===== src/sv/yrgb_pkg.sv =====
// ----------------------------------------------------------------------------
// yrgb_pkg
// Shared widths, register map, reset values and types of the YUYV to RGB
// stream converter.
// ----------------------------------------------------------------------------
package yrgb_pkg;

    localparam int BYTE_W  = 8;
    localparam int COEF_W  = 10;
    localparam int DIM_W   = 13;
    localparam int PIX_W   = 20;
    localparam int ROW_W   = 12;
    localparam int ADDR_W  = 5;
    localparam int DATA_W  = 32;
    localparam int INDEX_W = 3;

    localparam int LINE_LIMIT       = 4096;
    localparam int DEF_MAX_WIDTH    = 4096;
    localparam int DEF_FIFO_DEPTH   = 4;

    // Register indexes (byte address is four times the index)
    localparam logic [INDEX_W-1:0] REG_COEF_LUMA    = 3'd0;
    localparam logic [INDEX_W-1:0] REG_COEF_RED_V   = 3'd1;
    localparam logic [INDEX_W-1:0] REG_COEF_GREEN_V = 3'd2;
    localparam logic [INDEX_W-1:0] REG_COEF_GREEN_U = 3'd3;
    localparam logic [INDEX_W-1:0] REG_COEF_BLUE_U  = 3'd4;
    localparam logic [INDEX_W-1:0] REG_LINE_WIDTH   = 3'd5;
    localparam logic [INDEX_W-1:0] REG_LINE_COUNT   = 3'd6;

    // Reset values
    localparam logic [COEF_W-1:0] RST_COEF_LUMA    = 10'd299;
    localparam logic [COEF_W-1:0] RST_COEF_RED_V   = 10'd410;
    localparam logic [COEF_W-1:0] RST_COEF_GREEN_V = 10'd208;
    localparam logic [COEF_W-1:0] RST_COEF_GREEN_U = 10'd101;
    localparam logic [COEF_W-1:0] RST_COEF_BLUE_U  = 10'd518;
    localparam logic [DIM_W-1:0]  RST_LINE_WIDTH   = 13'd640;
    localparam logic [DIM_W-1:0]  RST_LINE_COUNT   = 13'd480;

    // Offsets removed from the samples
    localparam logic [BYTE_W:0] LUMA_OFFSET   = 9'd16;
    localparam logic [BYTE_W:0] CHROMA_OFFSET = 9'd128;

    typedef struct packed {
        logic [COEF_W-1:0] coef_luma;
        logic [COEF_W-1:0] coef_red_v;
        logic [COEF_W-1:0] coef_green_v;
        logic [COEF_W-1:0] coef_green_u;
        logic [COEF_W-1:0] coef_blue_u;
        logic [DIM_W-1:0]  line_width;
        logic [DIM_W-1:0]  line_count;
    } cfg_t;

    // One macropixel with its line and frame marks
    typedef struct packed {
        logic [BYTE_W-1:0] y0;
        logic [BYTE_W-1:0] u;
        logic [BYTE_W-1:0] y1;
        logic [BYTE_W-1:0] v;
        logic              eol;
        logic              eof;
    } entry_t;

    // Queue head: valid flag and the entry at the head, from queue to back end
    typedef struct packed {
        logic   valid;
        entry_t data;
    } queue_head_t;

endpackage


===== src/sv/yrgb_regs.sv =====
// ----------------------------------------------------------------------------
// yrgb_regs
// APB-style configuration registers: conversion gains and frame geometry.
// ----------------------------------------------------------------------------
module yrgb_regs (
    input  logic                         aclk,
    input  logic                         aresetn,
    input  logic                         psel,
    input  logic                         penable,
    input  logic                         pwrite,
    input  logic [yrgb_pkg::ADDR_W-1:0]  paddr,
    input  logic [yrgb_pkg::DATA_W-1:0]  pwdata,
    output logic [yrgb_pkg::DATA_W-1:0]  prdata,
    output logic                         pready,
    output yrgb_pkg::cfg_t               cfg
);
    import yrgb_pkg::*;

    cfg_t               cfg_reg;
    logic [INDEX_W-1:0] index;
    logic               wr_en;

    assign pready = 1'b1;
    assign index  = paddr[ADDR_W-1:2];
    assign wr_en  = psel && penable && pwrite;
    assign cfg    = cfg_reg;

    // Write the addressed register; ignore indexes past the map
    always_ff @(posedge aclk) begin
        if (!aresetn) begin
            cfg_reg.coef_luma    <= RST_COEF_LUMA;
            cfg_reg.coef_red_v   <= RST_COEF_RED_V;
            cfg_reg.coef_green_v <= RST_COEF_GREEN_V;
            cfg_reg.coef_green_u <= RST_COEF_GREEN_U;
            cfg_reg.coef_blue_u  <= RST_COEF_BLUE_U;
            cfg_reg.line_width   <= RST_LINE_WIDTH;
            cfg_reg.line_count   <= RST_LINE_COUNT;
        end else if (wr_en) begin
            unique case (index)
                REG_COEF_LUMA:    cfg_reg.coef_luma    <= pwdata[COEF_W-1:0];
                REG_COEF_RED_V:   cfg_reg.coef_red_v   <= pwdata[COEF_W-1:0];
                REG_COEF_GREEN_V: cfg_reg.coef_green_v <= pwdata[COEF_W-1:0];
                REG_COEF_GREEN_U: cfg_reg.coef_green_u <= pwdata[COEF_W-1:0];
                REG_COEF_BLUE_U:  cfg_reg.coef_blue_u  <= pwdata[COEF_W-1:0];
                REG_LINE_WIDTH:   cfg_reg.line_width   <= pwdata[DIM_W-1:0];
                REG_LINE_COUNT:   cfg_reg.line_count   <= pwdata[DIM_W-1:0];
                default: ;
            endcase
        end
    end

    // Read back
    always_comb begin
        unique case (index)
            REG_COEF_LUMA:    prdata = DATA_W'(cfg_reg.coef_luma);
            REG_COEF_RED_V:   prdata = DATA_W'(cfg_reg.coef_red_v);
            REG_COEF_GREEN_V: prdata = DATA_W'(cfg_reg.coef_green_v);
            REG_COEF_GREEN_U: prdata = DATA_W'(cfg_reg.coef_green_u);
            REG_COEF_BLUE_U:  prdata = DATA_W'(cfg_reg.coef_blue_u);
            REG_LINE_WIDTH:   prdata = DATA_W'(cfg_reg.line_width);
            REG_LINE_COUNT:   prdata = DATA_W'(cfg_reg.line_count);
            default:          prdata = '0;
        endcase
    end

endmodule


===== src/sv/yrgb_front.sv =====
// ----------------------------------------------------------------------------
// yrgb_front
// Byte collector: gathers Y0 U Y1 V, marks line and frame ends and pushes
// one macropixel into the queue on each V byte.
// ----------------------------------------------------------------------------
module yrgb_front #(
    parameter int MAX_WIDTH = yrgb_pkg::DEF_MAX_WIDTH
) (
    input  logic                         aclk,
    input  logic                         aresetn,
    input  yrgb_pkg::cfg_t               cfg,
    input  logic                         s_valid,
    output logic                         s_ready,
    input  logic [yrgb_pkg::BYTE_W-1:0]  s_data_byte,
    input  logic                         queue_full,
    output logic                         push,
    output yrgb_pkg::entry_t             push_data
);
    import yrgb_pkg::*;

    localparam int EW = $clog2(MAX_WIDTH + 1);
    localparam int CW = $clog2(MAX_WIDTH);

    localparam logic [1:0] PH_Y0 = 2'd0;
    localparam logic [1:0] PH_U  = 2'd1;
    localparam logic [1:0] PH_Y1 = 2'd2;
    localparam logic [1:0] PH_V  = 2'd3;

    logic [1:0]        phase_reg, phase_next;
    logic [BYTE_W-1:0] y0_reg, u_reg, y1_reg;
    logic [CW-1:0]     col_reg, col_next;
    logic [ROW_W-1:0]  row_reg, row_next;

    logic              accept;
    logic [31:0]       width_raw, width_clamp;
    logic [EW-1:0]     eff_width, col_plus;
    logic [DIM_W-1:0]  eff_lines, row_plus;
    logic              eol, eof;

    // Take bytes freely except a V byte with no room in the queue
    assign s_ready = (phase_reg != PH_V) || !queue_full;
    assign accept  = s_valid && s_ready;
    assign push    = accept && (phase_reg == PH_V);

    // Effective geometry: clamp width, force it even; clamp line count
    always_comb begin
        width_raw = 32'(cfg.line_width);
        if (width_raw < 32'd2) begin
            width_clamp = 32'd2;
        end else if (width_raw > 32'(MAX_WIDTH)) begin
            width_clamp = 32'(MAX_WIDTH);
        end else begin
            width_clamp = width_raw;
        end
        eff_width = {width_clamp[EW-1:1], 1'b0};
        if (cfg.line_count == '0) begin
            eff_lines = DIM_W'(1);
        end else if (cfg.line_count > DIM_W'(LINE_LIMIT)) begin
            eff_lines = DIM_W'(LINE_LIMIT);
        end else begin
            eff_lines = cfg.line_count;
        end
    end

    // End of line and frame for the pair that the V byte closes
    assign col_plus = EW'(col_reg) + EW'(2);
    assign row_plus = DIM_W'(row_reg) + DIM_W'(1);
    assign eol      = col_plus >= eff_width;
    assign eof      = eol && (row_plus >= eff_lines);

    always_comb begin
        col_next = col_reg;
        row_next = row_reg;
        if (eol) begin
            col_next = '0;
            row_next = eof ? '0 : row_plus[ROW_W-1:0];
        end else begin
            col_next = col_plus[CW-1:0];
        end
    end

    always_comb begin
        unique case (phase_reg)
            PH_Y0:   phase_next = PH_U;
            PH_U:    phase_next = PH_Y1;
            PH_Y1:   phase_next = PH_V;
            PH_V:    phase_next = PH_Y0;
            default: phase_next = PH_Y0;
        endcase
    end

    assign push_data.y0  = y0_reg;
    assign push_data.u   = u_reg;
    assign push_data.y1  = y1_reg;
    assign push_data.v   = s_data_byte;
    assign push_data.eol = eol;
    assign push_data.eof = eof;

    // Advance phase on each accepted byte and counters on each accepted V byte
    always_ff @(posedge aclk) begin
        if (!aresetn) begin
            phase_reg <= PH_Y0;
            col_reg   <= '0;
            row_reg   <= '0;
        end else if (accept) begin
            phase_reg <= phase_next;
            if (phase_reg == PH_V) begin
                col_reg <= col_next;
                row_reg <= row_next;
            end
        end
    end

    // Hold the first three bytes of the macropixel
    always_ff @(posedge aclk) begin
        if (accept) begin
            if (phase_reg == PH_Y0) begin
                y0_reg <= s_data_byte;
            end
            if (phase_reg == PH_U) begin
                u_reg <= s_data_byte;
            end
            if (phase_reg == PH_Y1) begin
                y1_reg <= s_data_byte;
            end
        end
    end

endmodule


===== src/sv/yrgb_fifo.sv =====
// ----------------------------------------------------------------------------
// yrgb_fifo
// Short macropixel queue between byte collector and pixel pipeline.
// ----------------------------------------------------------------------------
module yrgb_fifo #(
    parameter int DEPTH = yrgb_pkg::DEF_FIFO_DEPTH
) (
    input  logic                  aclk,
    input  logic                  aresetn,
    input  logic                  push,
    input  yrgb_pkg::entry_t      push_data,
    output logic                  full,
    input  logic                  pop,
    output yrgb_pkg::queue_head_t head
);
    import yrgb_pkg::*;

    localparam int PW = (DEPTH > 1) ? $clog2(DEPTH) : 1;
    localparam int NW = $clog2(DEPTH + 1);

    entry_t        mem_reg [DEPTH];
    logic [PW-1:0] wr_ptr_reg, rd_ptr_reg;
    logic [NW-1:0] count_reg;

    assign full       = count_reg == NW'(DEPTH);
    assign head.valid = count_reg != '0;
    assign head.data  = mem_reg[rd_ptr_reg];

    function automatic logic [PW-1:0] ptr_inc(input logic [PW-1:0] p);
        return (p == PW'(DEPTH - 1)) ? '0 : p + PW'(1);
    endfunction

    // Advance pointers and occupancy
    always_ff @(posedge aclk) begin
        if (!aresetn) begin
            wr_ptr_reg <= '0;
            rd_ptr_reg <= '0;
            count_reg  <= '0;
        end else begin
            if (push) begin
                wr_ptr_reg <= ptr_inc(wr_ptr_reg);
            end
            if (pop) begin
                rd_ptr_reg <= ptr_inc(rd_ptr_reg);
            end
            if (push && !pop) begin
                count_reg <= count_reg + NW'(1);
            end else if (pop && !push) begin
                count_reg <= count_reg - NW'(1);
            end
        end
    end

    always_ff @(posedge aclk) begin
        if (push) begin
            mem_reg[wr_ptr_reg] <= push_data;
        end
    end

endmodule


===== src/sv/yrgb_back.sv =====
// ----------------------------------------------------------------------------
// yrgb_back
// Pixel pipeline: splits each macropixel into two pixels, multiplies by the
// gains, then sums into the output register.
// ----------------------------------------------------------------------------
module yrgb_back (
    input  logic                              aclk,
    input  logic                              aresetn,
    input  yrgb_pkg::cfg_t                    cfg,
    input  yrgb_pkg::queue_head_t             head,
    output logic                              pop,
    output logic                              m_valid,
    input  logic                              m_ready,
    output logic signed [yrgb_pkg::PIX_W-1:0] m_red,
    output logic signed [yrgb_pkg::PIX_W-1:0] m_green,
    output logic signed [yrgb_pkg::PIX_W-1:0] m_blue,
    output logic                              m_pair_last,
    output logic                              m_end_of_line,
    output logic                              m_end_of_frame
);
    import yrgb_pkg::*;

    logic                    sel_reg;
    logic                    a_valid_reg, a_last_reg, a_eol_reg, a_eof_reg;
    logic signed [PIX_W-1:0] luma_reg, rv_reg, gv_reg, gu_reg, bu_reg;
    logic                    b_valid_reg, b_last_reg, b_eol_reg, b_eof_reg;
    logic signed [PIX_W-1:0] red_reg, green_reg, blue_reg;

    logic                    a_en, b_en, load;
    logic [BYTE_W-1:0]       y_sel;
    logic signed [BYTE_W:0]  yo, uo, vo;
    logic signed [PIX_W-1:0] yo_w, uo_w, vo_w;

    // Pipeline enables: output stage frees first, product stage follows
    assign b_en = !b_valid_reg || m_ready;
    assign a_en = !a_valid_reg || b_en;
    assign load = a_en && head.valid;
    assign pop  = load && sel_reg;

    // Offset samples of the selected pixel
    assign y_sel = sel_reg ? head.data.y1 : head.data.y0;
    assign yo    = $signed({1'b0, y_sel})       - $signed(LUMA_OFFSET);
    assign uo    = $signed({1'b0, head.data.u}) - $signed(CHROMA_OFFSET);
    assign vo    = $signed({1'b0, head.data.v}) - $signed(CHROMA_OFFSET);
    assign yo_w  = PIX_W'(yo);
    assign uo_w  = PIX_W'(uo);
    assign vo_w  = PIX_W'(vo);

    // Control of both stages
    always_ff @(posedge aclk) begin
        if (!aresetn) begin
            sel_reg     <= 1'b0;
            a_valid_reg <= 1'b0;
            b_valid_reg <= 1'b0;
        end else begin
            if (a_en) begin
                a_valid_reg <= head.valid;
                if (head.valid) begin
                    sel_reg <= !sel_reg;
                end
            end
            if (b_en) begin
                b_valid_reg <= a_valid_reg;
            end
        end
    end

    // Product stage
    always_ff @(posedge aclk) begin
        if (load) begin
            luma_reg   <= $signed(PIX_W'(cfg.coef_luma))    * yo_w;
            rv_reg     <= $signed(PIX_W'(cfg.coef_red_v))   * vo_w;
            gv_reg     <= $signed(PIX_W'(cfg.coef_green_v)) * vo_w;
            gu_reg     <= $signed(PIX_W'(cfg.coef_green_u)) * uo_w;
            bu_reg     <= $signed(PIX_W'(cfg.coef_blue_u))  * uo_w;
            a_last_reg <= sel_reg;
            a_eol_reg  <= sel_reg && head.data.eol;
            a_eof_reg  <= sel_reg && head.data.eof;
        end
    end

    // Sum stage into the output register; sums wrap at the field width
    always_ff @(posedge aclk) begin
        if (b_en && a_valid_reg) begin
            red_reg    <= luma_reg + rv_reg;
            green_reg  <= luma_reg - gv_reg - gu_reg;
            blue_reg   <= luma_reg + bu_reg;
            b_last_reg <= a_last_reg;
            b_eol_reg  <= a_eol_reg;
            b_eof_reg  <= a_eof_reg;
        end
    end

    assign m_valid        = b_valid_reg;
    assign m_red          = red_reg;
    assign m_green        = green_reg;
    assign m_blue         = blue_reg;
    assign m_pair_last    = b_last_reg;
    assign m_end_of_line  = b_eol_reg;
    assign m_end_of_frame = b_eof_reg;

    // Line end only on the second pixel of a pair
    a_eol_on_last: assert property (@(posedge aclk) disable iff (!aresetn)
        b_valid_reg && b_eol_reg |-> b_last_reg)
        else $error("end of line on first pixel of a pair");

    // Frame end only together with a line end
    a_eof_has_eol: assert property (@(posedge aclk) disable iff (!aresetn)
        b_valid_reg && b_eof_reg |-> b_eol_reg)
        else $error("end of frame without end of line");

    // A first pixel moving on is followed at once by its partner
    a_pair_follows: assert property (@(posedge aclk) disable iff (!aresetn)
        a_valid_reg && !a_last_reg && b_en |=> a_valid_reg && a_last_reg)
        else $error("second pixel of a pair did not follow the first");

    // The queue head is popped only while its first pixel sits in the product stage
    a_pop_has_head: assert property (@(posedge aclk) disable iff (!aresetn)
        pop |-> head.valid && a_valid_reg && !a_last_reg)
        else $error("macropixel popped without its first pixel");

endmodule


===== src/sv/yuyv_to_rgb_stream.sv =====
// ----------------------------------------------------------------------------
// yuyv_to_rgb_stream
// Packed YUYV 4:2:2 byte stream to signed fixed-point RGB pixel stream.
//
// Input channel (s_*): one byte per transaction, cycling Y0, U, Y1, V.
// Output channel (m_*): one pixel per transaction, red, green and blue in
// signed units of 2^-8, plus pair, end of line and end of frame marks.
// Each V byte yields two pixels: the Y0 pixel, then the Y1 pixel.
// Configuration: APB-style port, registers at byte addresses 0 to 24.
//
// Throughput: one byte per cycle in unless a V byte waits for queue room;
// the pixel pipeline sustains one pixel per cycle while the receiver is ready.
// Path: a macropixel enters the queue on its V byte; each pixel then passes
// the product register and then the output register, the Y0 pixel first.
// Reset: counters and byte phase return to the start of a frame, the queue
// empties and all gains and geometry take their default values.
// Receiver stall: the output register holds its pixel; the queue absorbs
// up to FIFO_DEPTH macropixels, after which V bytes are refused.
// ----------------------------------------------------------------------------
module yuyv_to_rgb_stream #(
    parameter int MAX_WIDTH  = yrgb_pkg::DEF_MAX_WIDTH,
    parameter int FIFO_DEPTH = yrgb_pkg::DEF_FIFO_DEPTH
) (
    input  logic                              aclk,
    input  logic                              aresetn,
    input  logic                              psel,
    input  logic                              penable,
    input  logic                              pwrite,
    input  logic [yrgb_pkg::ADDR_W-1:0]       paddr,
    input  logic [yrgb_pkg::DATA_W-1:0]       pwdata,
    output logic [yrgb_pkg::DATA_W-1:0]       prdata,
    output logic                              pready,
    input  logic                              s_valid,
    output logic                              s_ready,
    input  logic [yrgb_pkg::BYTE_W-1:0]       s_data_byte,
    output logic                              m_valid,
    input  logic                              m_ready,
    output logic signed [yrgb_pkg::PIX_W-1:0] m_red,
    output logic signed [yrgb_pkg::PIX_W-1:0] m_green,
    output logic signed [yrgb_pkg::PIX_W-1:0] m_blue,
    output logic                              m_pair_last,
    output logic                              m_end_of_line,
    output logic                              m_end_of_frame
);
    import yrgb_pkg::*;

    cfg_t        cfg;
    logic        queue_full, push, pop;
    entry_t      push_data;
    queue_head_t head;

    yrgb_regs u_regs (
        .aclk    (aclk),
        .aresetn (aresetn),
        .psel    (psel),
        .penable (penable),
        .pwrite  (pwrite),
        .paddr   (paddr),
        .pwdata  (pwdata),
        .prdata  (prdata),
        .pready  (pready),
        .cfg     (cfg)
    );

    yrgb_front #(
        .MAX_WIDTH (MAX_WIDTH)
    ) u_front (
        .aclk        (aclk),
        .aresetn     (aresetn),
        .cfg         (cfg),
        .s_valid     (s_valid),
        .s_ready     (s_ready),
        .s_data_byte (s_data_byte),
        .queue_full  (queue_full),
        .push        (push),
        .push_data   (push_data)
    );

    yrgb_fifo #(
        .DEPTH (FIFO_DEPTH)
    ) u_fifo (
        .aclk      (aclk),
        .aresetn   (aresetn),
        .push      (push),
        .push_data (push_data),
        .full      (queue_full),
        .pop       (pop),
        .head      (head)
    );

    yrgb_back u_back (
        .aclk           (aclk),
        .aresetn        (aresetn),
        .cfg            (cfg),
        .head           (head),
        .pop            (pop),
        .m_valid        (m_valid),
        .m_ready        (m_ready),
        .m_red          (m_red),
        .m_green        (m_green),
        .m_blue         (m_blue),
        .m_pair_last    (m_pair_last),
        .m_end_of_line  (m_end_of_line),
        .m_end_of_frame (m_end_of_frame)
    );

endmodule

===== config.mk =====
export PLATFORM = sky130hd
export DESIGN_NAME = yuyv_to_rgb_stream
export DESIGN_NICKNAME = d
export VERILOG_FILES = /design/src/sv/yrgb_pkg.sv /design/src/sv/yrgb_regs.sv /design/src/sv/yrgb_front.sv /design/src/sv/yrgb_fifo.sv /design/src/sv/yrgb_back.sv /design/src/sv/yuyv_to_rgb_stream.sv
export SDC_FILE = /design/constraint.sdc
export NUM_CORES = 2
export LEC_CHECK = 0
export BUFFER_PORTS_ARGS = -buffer_cell sky130_fd_sc_hd__clkbuf_2
export CORE_UTILIZATION = 65
export CTS_CLUSTER_DIAMETER = 60
export CTS_CLUSTER_SIZE = 16
export DETAILED_ROUTE_END_ITERATION = 8
export PLACE_DENSITY_LB_ADDON = 0.12
export SLEW_MARGIN = 0
export SYNTH_ARGS = -nofsm -noshare
export SYNTH_HDL_FRONTEND = slang
export SYNTH_SLANG_ARGS = --single-unit

===== constraint.sdc =====
create_clock -name aclk -period 17.8 [get_ports aclk]
set_input_delay 0 -clock aclk [delete_from_list [all_inputs] [get_ports aclk]]
set_output_delay 0 -clock aclk [all_outputs]
set_load 0.05 [all_outputs]

Yosys cells after proc, flatten, opt, wreduce, memory -nomap -nowiden
Memories as Yosys holds them, arrays and structs flattened. A register that Yosys moved wholly into a read port is not among the register bits.
Cells that the tools add are included.
Storage, ports and cells
  flip-flop bits (word level): 302
  RAM bits: 136
  input bits: 52
  logic and storage cells: 126
  memories kept: 1
Cells by class
  $add $sub $neg: 13
  $mul: 5
  magnitude comparators: 5
  equality and inequality tests: 13
  muxes and demuxes: 17
  reduce and logical (&&, ||, !) cells: 39
Memory list
  u_fifo.mem_reg: depth 4, bits a word 34, rd ports 1, clocked after memory_dff 1, wr ports 1, line yrgb_fifo.sv:21  | entry_t mem_reg [DEPTH];
Operators by type and width (number)
  $mul 11x9->20: 5
  $pmux 13 s7: 1
  $mux 13: 4
  $add 20x20->20: 2
  $sub 20x20->20: 2
  $ge 13x13->1: 2
  $gt 13x13->1 const B: 2
  $mux 12: 2
  $reduce_and 2->1: 12
  $sub 8x8->9 const B: 2
  $add 12x1->13 const B: 1
  $add 12x2->13 const B: 1
  $logic_not 13->1: 1
  $lt 13x2->1 const B: 1
  $eq 3x3->1 const B: 4
  $logic_and 1x1->1: 12
  $sub 8x5->9 const B: 1
  $eq 2x2->1 const B: 4
  $mux 2: 4
  $mux 8: 1
  $pmux 2 s4: 1
  $eq 3x2->1 const B: 2
  $logic_not 1->1: 6
  $mux 3: 2
  13 further kinds: 17

Longest topological paths before layout
  depth after elaboration: 9
  depth in mapped cells: 25

By module
From an unflattened synthesis, not the netlist that was laid out.
Second synthesis, totals
  cell total of the unflattened synthesis: 3321
  area total of the unflattened synthesis: 35696.7 um^2
Modules (own cells, without submodules)
  yrgb_back: instances 1, cells each 2381, area each 23616.4 um^2, seq. area each 5044.8 um^2
  yrgb_fifo: instances 1, cells each 222, area each 5413.9 um^2, seq. area each 4264.1 um^2
  yrgb_regs: instances 1, cells each 398, area each 3647.2 um^2, seq. area each 1521.5 um^2
  yrgb_front: instances 1, cells each 320, area each 3019.1 um^2, seq. area each 1221.2 um^2

Worst setup path after synthesis
Ideal clock, no wire load.
  path type: register to register
  start point: register u_back.b_valid_reg, in the netlist u_back.m_valid
  end point: register u_fifo.count_reg[2]
  setup time: 0.070 ns
  data arrival time: 7.717 ns
  required time: 17.730 ns
  path slack: 10.013 ns
  stages on the path, launching flop included: 10
  path buffers: 0
  clock period less this slack: 7.787 ns
  path through: dfxtp_1 > nor2b_1 > a21oi_1 > nand2_1 > ha_1 > inv_1 > fa_1 > xor2_1 > or3_1 > a21oi_1
On the way
  cells in the longest elaborated chain, start to end: 8
  elaborated cells on any way between the ends: 10
RTL lines
  from (decl): line yrgb_back.sv:26  | logic b_valid_reg, b_last_reg, b_eol_reg, b_eof_reg;
  from (signal assigned): line yrgb_back.sv:63  | b_valid_reg <= a_valid_reg;
  $logic_not 1->1 (*): line yrgb_back.sv:35  | assign b_en = !b_valid_reg || m_ready;
  $logic_or 1x1->1 (*): line yrgb_back.sv:35
  $logic_or 1x1->1 (*): line yrgb_back.sv:36  | assign a_en = !a_valid_reg || b_en;
  $logic_and 1x1->1 (*): line yrgb_back.sv:37  | assign load = a_en && head.valid;
  named net u_back.load: line yrgb_back.sv:29  | logic a_en, b_en, load;
  $logic_and 1x1->1 (*): line yrgb_back.sv:38  | assign pop = load && sel_reg;
  $logic_not 1->1: line yrgb_fifo.sv:46  | if (push && !pop) begin
  $logic_and 1x1->1: line yrgb_fifo.sv:46
  $mux 3 / $reduce_bool 2->1 (equally long branches)
  to (signal assigned): line yrgb_fifo.sv:47  | count_reg <= count_reg + NW'(1);
  to (signal assigned): line yrgb_fifo.sv:49  | count_reg <= count_reg - NW'(1);
  to (decl): line yrgb_fifo.sv:23  | logic [NW-1:0] count_reg;
The timed path passes the listed nets; every way through them passes the cells marked *.
A chain may end at the register's enable or synchronous reset.

==> flow_metrics.env <==
export IMPL_port_buffers=108
export IMPL_setup_violations=0
export IMPL_dp_hpwl_mm=60.22
export IMPL_worst_slew_pin_slew_ps=1182
export IMPL_max_freq_ghz=0.1193
export IMPL_die_y_um=235.0
export IMPL_grt_use_met1_pct=37.12
export IMPL_leakage_nw=16.94
export IMPL_placementRows=85
export IMPL_synthesis_area_um2=35290
export IMPL_ant_nets=0
export IMPL_cts_root_buf="clkbuf_16"
export IMPL_slew_viol_final=0
export IMPL_cts_buffers=42
export IMPL_cts_clk_slew_worst_paths_ps=70
export IMPL_syn_inst=3369
export IMPL_crit_chain="buf_4, mux4_2, mux2i_1, ha_1, nand3_1, or2_1, fa_1, fa_1, fa_1, inv_1, fa_1, inv_1, fa_1, inv_1, ha_1, a21oi_1, o21bai_1, a31o_2, a211oi_2, o21bai_1, a21oi_1, xnor2_1"
export IMPL_fp_dieArea_um2=55220
export IMPL_firstDrtPassIters=5
export IMPL_clock_sinks=439
export IMPL_track_usage_pct=29.82
export IMPL_worstPathArrival_ps=8740
export IMPL_regArea_um2=12050
export IMPL_cts_tree="built"
export IMPL_slew_headroom_pct=18.93
export IMPL_cap_violations=0
export IMPL_setup_slack_ps=9420
export IMPL_grt_pass1_wl_mm=129.0
export IMPL_met2_usage_pct=49.57
export IMPL_pin_count=150
export IMPL_yosysSeqAreaShare_pct=34.15
export IMPL_ys_ff_latch=439
export IMPL_clock_skew_ps=30.84
export IMPL_die_w_um=235.0
export IMPL_powerDensity_nw_per_um2=73.27
export IMPL_syn_avg_cell_area_um2=10.47
export IMPL_path_buf_inv=4
export IMPL_critPathLaunchType="flip-flop"
export IMPL_yosysWarnings=0
export IMPL_worstPathMaxFanout=31
export IMPL_fin_nets=4162
export IMPL_cp_data_required_time_ps=18160
export IMPL_hp_class="in2reg"
export IMPL_drt_total_wl_mm=80.79
export IMPL_diodes=0
export IMPL_htree_num_levels=2
export IMPL_multi_input_area_um2=20940
export IMPL_wl_per_cell_um=19.47
export IMPL_vdd_ir_drop_max_mv=0.09601
export IMPL_async_reset_ff_share_pct=0
export IMPL_antenna_found_initial=0
export IMPL_cpMostUsedCell="fa_1"
export IMPL_use_met3_pct=5.075
export IMPL_vias=24070
export IMPL_area_delta_synth_final_pct=7.379
export IMPL_drt_iter0_drc=1760
export IMPL_worst_setup_path_end_kind="flip-flop"
export IMPL_synth_cell_type_count=78
export IMPL_period_needed_ps=8380
export IMPL_critPathMaxStageDelay_ps=930
export IMPL_grt_max_degree=86
export IMPL_clockBufferDepth=3
export IMPL_largest_reg_flops=136
export IMPL_clock_latency_ps=610
export IMPL_fin_tns_setup_ps=0
export IMPL_finalCritPeriodShare_pct=47.08
export IMPL_outcome="finished clean"
export IMPL_placeableCoreArea_um2=53710
export IMPL_rsz0062_at_grt="no"
export IMPL_fill_cells=3898
export IMPL_grt_pass1_vias=25040
export IMPL_finalCoreUtilization_pct=70.55
export IMPL_yosys_most_used_dff="edfxtp_1"
export IMPL_synth_edf_count=326
export IMPL_overflow=0
export IMPL_slowest_stage="mux2i_1"
export IMPL_grt_busiest_layer="met2"
export IMPL_cp_top_family="adder cells"
export IMPL_stdcell_count=4149
export IMPL_hold_viol_final=0
export IMPL_routabilityCongestion=0.9318
export IMPL_dp_cells=4049
export IMPL_layout_commonest_cell="nand2_1"
export IMPL_drive_above_1_share_pct=7.790
export IMPL_critical_path_class="reg2reg"
export IMPL_routed_via_density=5.801
export IMPL_dp_slack_ps=9456
export IMPL_mostFrequentLayoutCells="nand2_1, inv_1, ha_1"
export IMPL_initial_core_util_pct=65.70
export IMPL_drcViolationCount=0
-- routing by layer --
metal	wire length [um]	part of all wire, %
met5	0	0
met4	4587	5.7
met3	5432	6.7
met2	38390	48
met1	32380	40
-- cells in the mapped netlist, types with 12 or more instances --
cell type / number / area share [%]
o21ai_0: 54 / 0.77
mux2i_1: 25 / 0.71
mux2_2: 20 / 0.64
nor2b_1: 38 / 0.67
o21ai_1: 16 / 0.23
a21o_1: 54 / 1.1
nand2b_1: 56 / 0.99
nand3_1: 64 / 0.91
ha_1: 383 / 14
inv_1: 454 / 4.8
and3_1: 18 / 0.32
a21oi_1: 173 / 2.5
o21bai_1: 12 / 0.26
nand2_1: 459 / 4.9
nor3_1: 28 / 0.40
buf_4: 21 / 0.45
xor2_1: 55 / 1.4
dfxtp_1: 113 / 6.4
xnor2_1: 97 / 2.4
and2_1: 174 / 3.1
mux4_2: 37 / 2.4
a22oi_1: 13 / 0.28
fa_1: 307 / 17
clkbuf_1: 119 / 1.3
nor2_1: 87 / 0.93
edfxtp_1: 326 / 28
o21a_1: 16 / 0.34
-- metrics by stage --
| stage | power [mW] | hold WS (ps) | instance area, um2 |
|---|---|---|---|
| global placement | 1.829 | 256.6 | 36210 |
| detailed placement | 1.846 | 258.9 | 36210 |
| CTS | 2.791 | 113.0 | 37890 |
| floorplan | 1.702 | 98.87 | 35350 |
| finish | 2.776 | 160.0 | 37890 |
| global route | 2.912 | 192.8 | 37890 |
-- worst paths after layout --
check                         start  cells past startpoint  slack, ps                  end
setup reg to reg          flip-flop                     22       9420  u_back.luma_reg[17]
hold reg to reg   u_back.a_last_reg                      0        420   u_back.m_pair_last
setup / recovery          flip-flop                     22       9420  u_back.luma_reg[17]
hold / removal              aresetn                      2        160       u_regs.cfg[20]
-- layout make-up --
type                            count  area share (%)
Clock buffer                       58           3.045
Clock inverter                     19          0.7760
Inverter                          455           4.508
Multi-Input combinational cell   2338           55.27
Sequential cell                   439           31.81
Tap cell                          696           2.298
Timing Repair Buffer              144           2.292
-- cell families (layout without fill, tap and decap cells) --
logic type                 count (synthesis)  in the layout  share of synthesized area, %
AOI/OAI and AO/OA                        411            411                         7.206
adders and majority gates                690            690                         31.00
other                                      2             20                       0.02128
DFF                                      439            439                         34.15
buffers and inverters                    610            676                         6.762
muxes                                     82             82                         3.709
and+or+nand+nor                          983            983                         13.38
xor gates and xnor gates                 152            152                         3.773
-- power by group --
part	internal, mW	switching, mW
clock network	0.516	0.423
logic	0.271	0.383
registers	1.16	0.0277
-- what timing repair did --
action | in CTS | in global routing
hold buffers | 23 | 0
endpoints found under the setup margin | 0 | 0
resized for setup | 0 | 0
setup buffers | 0 | 0
endpoints found under the hold margin | 136 | 0
Note: power is estimated with default switching activity, not from simulation.
